File: src/rtl/rolling_key_xor_byte_cipher_unit_macros.svh
// ----------------------------------------------------------------------------
// Rolling-key XOR byte cipher assertion macros
// Clocked property helpers shared by the checking code of the cipher unit.
// ----------------------------------------------------------------------------
`ifndef ROLLING_KEY_XOR_BYTE_CIPHER_UNIT_MACROS_SVH
`define ROLLING_KEY_XOR_BYTE_CIPHER_UNIT_MACROS_SVH

`ifndef ASSERT_OFF

// Same-cycle implication, disabled in reset
`define RKXB_ASSERT_IMP(lbl, clk, rst_n, ante, cons) \
    lbl: assert property (@(posedge clk) disable iff (!rst_n) (ante) |-> (cons)) \
        else $error("rkxb assertion failed");

// Next-cycle implication, disabled in reset
`define RKXB_ASSERT_NXT(lbl, clk, rst_n, ante, cons) \
    lbl: assert property (@(posedge clk) disable iff (!rst_n) (ante) |=> (cons)) \
        else $error("rkxb assertion failed");

`else

`define RKXB_ASSERT_IMP(lbl, clk, rst_n, ante, cons)

`define RKXB_ASSERT_NXT(lbl, clk, rst_n, ante, cons)

`endif

`endif

File: src/rtl/rkxb_pkg.sv
// ----------------------------------------------------------------------------
// Rolling-key XOR byte cipher package
// Shared constants, register indexes and control types.
// ----------------------------------------------------------------------------
package rkxb_pkg;

    localparam int KEY_BYTES_DEFAULT = 16;
    localparam int KEY_REG_W         = 64;
    localparam int KEY_W             = 2 * KEY_REG_W;
    localparam int BYTE_W            = 8;
    localparam int CFG_IDX_W         = 1;

    localparam logic [CFG_IDX_W-1:0] REG_KEY_LOW  = 1'b0;
    localparam logic [CFG_IDX_W-1:0] REG_KEY_HIGH = 1'b1;

    typedef logic [BYTE_W-1:0] byte_t;

    typedef struct packed {
        logic advance;
        logic first;
    } key_ctrl_t;

endpackage

File: src/rtl/rkxb_if.sv
// ----------------------------------------------------------------------------
// Rolling-key XOR byte cipher channels
// Valid/ready interfaces for the input byte stream and the result stream.
// ----------------------------------------------------------------------------
interface rkxb_in_if;
    logic       valid;
    logic       ready;
    logic [7:0] data_in;
    logic       first;

    modport source (output valid, output data_in, output first, input ready);
    modport sink   (input valid, input data_in, input first, output ready);
endinterface

interface rkxb_out_if;
    logic       valid;
    logic       ready;
    logic [7:0] data_out;

    modport source (output valid, output data_out, input ready);
    modport sink   (input valid, input data_out, output ready);
endinterface

File: src/rtl/rkxb_key_state.sv
// ----------------------------------------------------------------------------
// Rolling-key working key state
// Holds the working key rotated so the current position sits at entry zero,
// forms the keystream byte and advances the key by one byte per transaction.
// ----------------------------------------------------------------------------
module rkxb_key_state
    import rkxb_pkg::*;
#(
    parameter int KEY_BYTES = KEY_BYTES_DEFAULT
)
(
    input  logic             clk,
    input  logic             rst_n,
    input  key_ctrl_t        ctrl,
    input  logic [KEY_W-1:0] key,
    output byte_t            keystream
);

    localparam int POS_W  = $clog2(KEY_BYTES);
    localparam int PROD_W = BYTE_W + POS_W;

    byte_t            rot_reg  [KEY_BYTES];
    byte_t            rot_next [KEY_BYTES];
    byte_t            rot_cur  [KEY_BYTES];
    byte_t            byte0_reg;
    byte_t            byte0_next;
    byte_t            byte0_cur;
    logic [POS_W-1:0] pos_reg;
    logic [POS_W-1:0] pos_next;
    logic [POS_W-1:0] pos_cur;
    logic [PROD_W-1:0] prod;
    byte_t            sum;
    byte_t            upd;

    always_comb
    begin
        for (int i = 0; i < KEY_BYTES; i++)
        begin
            rot_cur[i] = ctrl.first ? key[BYTE_W*i +: BYTE_W] : rot_reg[i];
        end
        byte0_cur = ctrl.first ? key[BYTE_W-1:0] : byte0_reg;
        pos_cur   = ctrl.first ? '0 : pos_reg;
    end

    assign prod      = {{POS_W{1'b0}}, byte0_cur} * {{BYTE_W{1'b0}}, pos_cur};
    assign keystream = rot_cur[0] ^ prod[BYTE_W-1:0];
    assign sum       = rot_cur[0] + rot_cur[1];
    assign upd       = (sum == '0) ? byte_t'(1) : sum;

    always_comb
    begin
        for (int i = 0; i < KEY_BYTES - 1; i++)
        begin
            rot_next[i] = rot_cur[i+1];
        end
        rot_next[KEY_BYTES-1] = upd;
        byte0_next = (pos_cur == '0) ? upd : byte0_cur;
        pos_next   = (pos_cur == POS_W'(KEY_BYTES - 1)) ? '0 : pos_cur + POS_W'(1);
    end

    always_ff @(posedge clk or negedge rst_n)
    begin
        if (!rst_n)
        begin
            for (int i = 0; i < KEY_BYTES; i++)
            begin
                rot_reg[i] <= '0;
            end
            byte0_reg <= '0;
            pos_reg   <= '0;
        end
        else if (ctrl.advance)
        begin
            rot_reg   <= rot_next;
            byte0_reg <= byte0_next;
            pos_reg   <= pos_next;
        end
    end

endmodule

File: src/rtl/rolling_key_xor_byte_cipher_unit.sv
// Result valid is registered: it rises in the cycle after an input transaction.
// Throughput: one byte per clock while results are drained; the working key
// rotates and updates one byte in the same cycle the input is taken, and the
// result register frees on the same edge it is drained.
// Reset clears the key registers, working key, position and result valid.
// ----------------------------------------------------------------------------
// Rolling-key XOR byte cipher unit
// Configuration port, input handshake, working key state and result register.
// ----------------------------------------------------------------------------
`include "rolling_key_xor_byte_cipher_unit_macros.svh"

module rolling_key_xor_byte_cipher_unit
    import rkxb_pkg::*;
#(
    parameter int KEY_BYTES = KEY_BYTES_DEFAULT
)
(
    input  logic                 clk,
    input  logic                 rst_n,
    rkxb_in_if.sink              in_ch,
    rkxb_out_if.source           out_ch,
    input  logic                 cfg_we,
    input  logic [CFG_IDX_W-1:0] cfg_index,
    input  logic [KEY_REG_W-1:0] cfg_wdata
);

    logic [KEY_REG_W-1:0] key_low_reg;
    logic [KEY_REG_W-1:0] key_high_reg;
    logic                 out_valid_reg;
    byte_t                data_out_reg;
    logic                 in_accept;
    key_ctrl_t            key_ctrl;
    byte_t                keystream;

    always_ff @(posedge clk or negedge rst_n)
    begin
        if (!rst_n)
        begin
            key_low_reg  <= '0;
            key_high_reg <= '0;
        end
        else if (cfg_we)
        begin
            case (cfg_index)
                REG_KEY_LOW:  key_low_reg  <= cfg_wdata;
                REG_KEY_HIGH: key_high_reg <= cfg_wdata;
                default:      key_low_reg  <= key_low_reg;
            endcase
        end
    end

    assign in_ch.ready = !out_valid_reg || out_ch.ready;
    assign in_accept   = in_ch.valid && in_ch.ready;

    assign key_ctrl.advance = in_accept;
    assign key_ctrl.first   = in_ch.first;

    rkxb_key_state #(
        .KEY_BYTES (KEY_BYTES)
    ) u_key_state (
        .clk       (clk),
        .rst_n     (rst_n),
        .ctrl      (key_ctrl),
        .key       ({key_high_reg, key_low_reg}),
        .keystream (keystream)
    );

    always_ff @(posedge clk or negedge rst_n)
    begin
        if (!rst_n)
        begin
            out_valid_reg <= 1'b0;
        end
        else if (in_ch.ready)
        begin
            out_valid_reg <= in_accept;
        end
    end

    always_ff @(posedge clk)
    begin
        if (in_accept)
        begin
            data_out_reg <= in_ch.data_in ^ keystream;
        end
    end

    assign out_ch.valid    = out_valid_reg;
    assign out_ch.data_out = data_out_reg;

    `RKXB_ASSERT_NXT(a_accept_gives_result, clk, rst_n, in_accept, out_ch.valid)
    `RKXB_ASSERT_IMP(a_stall_blocks_input, clk, rst_n, out_ch.valid && !out_ch.ready, !in_ch.ready)
    `RKXB_ASSERT_NXT(a_drain_clears_valid, clk, rst_n, out_ch.valid && out_ch.ready && !in_accept, !out_ch.valid)

endmodule

File: src/flat_wrapper.sv
// flat-port wrapper written by rule: the top's interface ports become plain ports
module rolling_key_xor_byte_cipher_unit_flat import rkxb_pkg::*;
#(
    parameter int KEY_BYTES = KEY_BYTES_DEFAULT
)
  (clk, rst_n, cfg_we, cfg_index, cfg_wdata, in_ch_valid, in_ch_data_in, in_ch_first, in_ch_ready, out_ch_valid, out_ch_data_out, out_ch_ready);
  rkxb_in_if in_ch_i ();
  rkxb_out_if out_ch_i ();
  input  logic clk;
  input  logic rst_n;
  input  logic cfg_we;
  input  logic [CFG_IDX_W-1:0] cfg_index;
  input  logic [KEY_REG_W-1:0] cfg_wdata;
  input wire logic [$bits(in_ch_i.valid)-1:0] in_ch_valid;
  input wire logic [$bits(in_ch_i.data_in)-1:0] in_ch_data_in;
  input wire logic [$bits(in_ch_i.first)-1:0] in_ch_first;
  output wire logic [$bits(in_ch_i.ready)-1:0] in_ch_ready;
  output wire logic [$bits(out_ch_i.valid)-1:0] out_ch_valid;
  output wire logic [$bits(out_ch_i.data_out)-1:0] out_ch_data_out;
  input wire logic [$bits(out_ch_i.ready)-1:0] out_ch_ready;
  assign in_ch_i.valid = in_ch_valid;
  assign in_ch_i.data_in = in_ch_data_in;
  assign in_ch_i.first = in_ch_first;
  assign in_ch_ready = in_ch_i.ready;
  assign out_ch_valid = out_ch_i.valid;
  assign out_ch_data_out = out_ch_i.data_out;
  assign out_ch_i.ready = out_ch_ready;
  rolling_key_xor_byte_cipher_unit #(.KEY_BYTES(KEY_BYTES)) u_core (.clk(clk), .rst_n(rst_n), .in_ch(in_ch_i), .out_ch(out_ch_i), .cfg_we(cfg_we), .cfg_index(cfg_index), .cfg_wdata(cfg_wdata));
endmodule
File: config.mk
export PLATFORM = sky130hd
export DESIGN_NAME = rolling_key_xor_byte_cipher_unit_flat
export DESIGN_NICKNAME = d
export VERILOG_FILES = /design/src/rtl/rkxb_pkg.sv /design/src/rtl/rkxb_if.sv /design/src/rtl/rkxb_key_state.sv /design/src/rtl/rolling_key_xor_byte_cipher_unit.sv /design/src/flat_wrapper.sv
export VERILOG_INCLUDE_DIRS = /design/src /design/src/rtl
export SDC_FILE = /design/constraint.sdc
export NUM_CORES = 1
export LEC_CHECK = 0
export BUFFER_PORTS_ARGS = -buffer_cell sky130_fd_sc_hd__buf_2
export CAP_MARGIN = 20
export CELL_PAD_IN_SITES_DETAIL_PLACEMENT = 0
export CELL_PAD_IN_SITES_GLOBAL_PLACEMENT = 1
export CORE_MARGIN = 5
export CORE_UTILIZATION = 44
export CTS_CLUSTER_DIAMETER = 120
export DETAILED_ROUTE_END_ITERATION = 12
export GPL_ROUTABILITY_DRIVEN = 0
export PLACE_DENSITY_LB_ADDON = 0.2
export SLEW_MARGIN = 20
export SYNTH_ARGS = -nofsm -noshare
export SYNTH_HDL_FRONTEND = slang
export SYNTH_SLANG_ARGS = --single-unit
export TNS_END_PERCENT = 50
File: constraint.sdc
create_clock -name clk -period 3.3 [get_ports clk]
set_clock_uncertainty 0.1 [all_clocks]
set_input_delay 0.66 -clock clk [delete_from_list [all_inputs] [get_ports clk]]
set_output_delay 0.66 -clock clk [all_outputs]
set_load 0.02 [all_outputs]
==> results.yml <==
run_status:
  status: "completed"
placement:
  dp.cells: 1495
  dp_hpwl_um: 19100
  port_buffers: 88
grt:
  grt_pass1_vias: 8468
  antenna_found_initial: 0
  grt_use_total_pct: 17.7
  overflow: 0
  grt_max_degree: 127
  grt_pass1_wl_um: 46500
drt:
  drc: 0
  num_vias: 7885
  wl_per_cell_um: 18.3
  drt_iter0_markers: 327
  firstDrtPassIters: 4
  routed_wl_um: 28400
  viasPerCell: 5.07
  postRouteAntennaNets: 0
sta:
  slew_headroom_pct: 53.5
  min_period_ns: 3.09
  max_freq_mhz: 324
  setup_violations: 0
  rsz0062_at_grt: "no"
  fin_crit_sh_pct: 93.6
  finalHoldViolCount: 0
  fin_tns_setup_ns: 0
  finalMaxSlewViolations: 0
  tightestPinTransition_ns: 0.697
die:
  core_mm2: 0.0285
  num_io_pins: 89
  die_area_mm2: 0.0322
  die_w_um: 179
  start_util_pct: 44.3
  rows: 62
  die_y_um: 179
cts:
  htree_levels: 2
  clkTransAtPathRegs_ns: 0.06
  cts_buffers: 34
  cts_root_buf: "clkbuf_16"
  cts_num_sinks: 277
  clock_path_buffers: 3
  cts_tree: "yes"
  ctsHoldBuffers: 0
  insertion_delay_ns: 0.50
cells_and_area:
  antenna_cells: 0
  fin_cells: 1554
  final_common_cell: "dfrtp_1"
  final_cell_mix: "dfrtp_1 (268), mux2_2 (146), nand2_1 (140), o21ai_0 (130), mux2i_1 (117)"
  syn2layout_area_growth_pct: 18.2
  fin_nets: 1252
  largest_reg_flops: 128
  seqCellArea_mm2: 0.00697
  n_fill_cell: 2589
  final_core_util_pct: 52.3
  multi_input_area_mm2: 0.00534
  drive_gt1_share_pct: 29.2
job:
  cap_violations: 0
synth:
  synth_edf_count: 8
  async_flop_share_pct: 97.1
  netlist_instances: 1048
  ys_ff_latch: 277
  ys_types: 52
  synth_top_area_share_pct: 53.3
  syn-num-nets: 1153
  ys_top_cells_by_area: "dfrtp_1 (53%), mux2_2 (13%), mux2i_1 (9.3%)"
  synth_area_leader_cell: "dfrtp_1"
  syn_area_mm2: 0.0126
  ys_warn_count: 0
  synth_top_flop_cell: "dfrtp_1"
  ys_seq_area_share_pct: 55.2
  syn_avg_cell_area_um2: 12.1
setup_path:
  slowest_stage: "fa_1"
  worstPathArrival_ns: 3.22
  path_class: "flip-flop to flip-flop"
  end_kind: "flip-flop"
  path_cells: "nor2b_4, nand2_2, fa_1, inv_1, fa_1, ha_1, a21o_1, a21oi_2, o21ai_1, xnor2_1, xnor2_1"
  cpPeakStageDelay_ns: 0.53
  required_ns: 3.43
  cp_num_buf_inv: 1
  path_delay_family: "adder cells"
  cp-start-kind: "flip-flop"
  cp_max_fo: 6
pwr:
  power-per-cell-area_mw_per_mm2: 749
  ir_drop_mv: 0.365
  power_leakage_nw: 6.85
  power_mw: 11.2
min_path:
  hold_class: "primary input to async pin"
## cell families after synthesis
logic type                 share of synthesized area [%]
DFF                                                 55.2
buffers and inverters                               3.01
AOI/OAI and AO/OA                                   7.53
adders and majority gates                           3.17
muxes                                               22.3
and+or+nand+nor                                     6.77
xor gates and xnor gates                            2.05
## final cells by class
type,instances,area share [%]
Multi-Input combinational cell,686,35.7
Clock buffer,44,6.64
Tap cell,384,3.22
Clock inverter,15,1.60
Inverter,25,0.628
Timing Repair Buffer,123,5.49
Sequential cell,277,46.7
## path summary, 6_finish.rpt
path | start | end | slack [ns] | cells past startpoint
min in group clk | cfg_wdata[34] | u_core.key_high_reg[34] | 0.30 | 2
worst min-delay path | rst_n | u_core.u_key_state.rot_reg[31] | 0.03 | 1
max in group asynchronous | rst_n | u_core.u_key_state.rot_reg[74] | 2.25 | 2
worst max register to register | u_core.u_key_state.pos_reg[3] | u_core.out_ch.data_out[7] | 0.21 | 11
worst max-delay path | u_core.u_key_state.pos_reg[3] | u_core.out_ch.data_out[7] | 0.21 | 11
worst min register to register | u_core.u_key_state.rot_reg[111] | u_core.u_key_state.rot_reg[111] | 0.38 | 2
## routing by layer
layer | track usage, % | part of all wire [%] | up-vias
met5 | 0 | 0 | -
met4 | 4.72 | 2.3 | 0
met3 | 3.17 | 3.4 | 41
met2 | 28.9 | 48 | 116
met1 | 24.6 | 47 | 3895
li1 | - | - | 3833
## power breakdown
part,leakage (nW),switching [mW],internal [mW]
Clock,0.602,1.42,2.59
Combinational,2.91,1.31,1.23
Sequential,3.33,0.463,4.17
Total,6.85,3.19,8.00
## per-stage QoR
step	worst slack (ns)	instance area, µm²	hold slack (ns)
2_1_floorplan	-0.125	12700	0.264
3_3_place_gp	-0.0699	13700	0.362
3_5_place_dp	-0.0853	13700	0.370
4_1_cts	0.190	14900	0.0601
5_1_grt	0.00123	14900	0.0932
6_report	0.212	14900	0.0340
## synth_stat cells, drive strengths merged (2+ instances only)
library cell	number
a2111oi	2
nor3b	3
edfxtp	8
inv	24
a21o	3
o21a	3
nand3	3
nand2b	5
xnor2	20
and2	14
xor2	7
mux2	146
nor3	3
nor2	14
clkbuf	28
a21oi	11
o22a	2
buf	32
ha	16
o22ai	3
o21ai	133
mux2i	117
o2bb2ai	3
fa	10
a211oi	2
nand2	144
dfrtp	269
nor2b	7
## what timing repair did
item,in CTS,in global routing
resized for setup,0,1
setup endpoints to repair,0,1
buffers inserted,0,0
(Power assumes the default switching activity.)
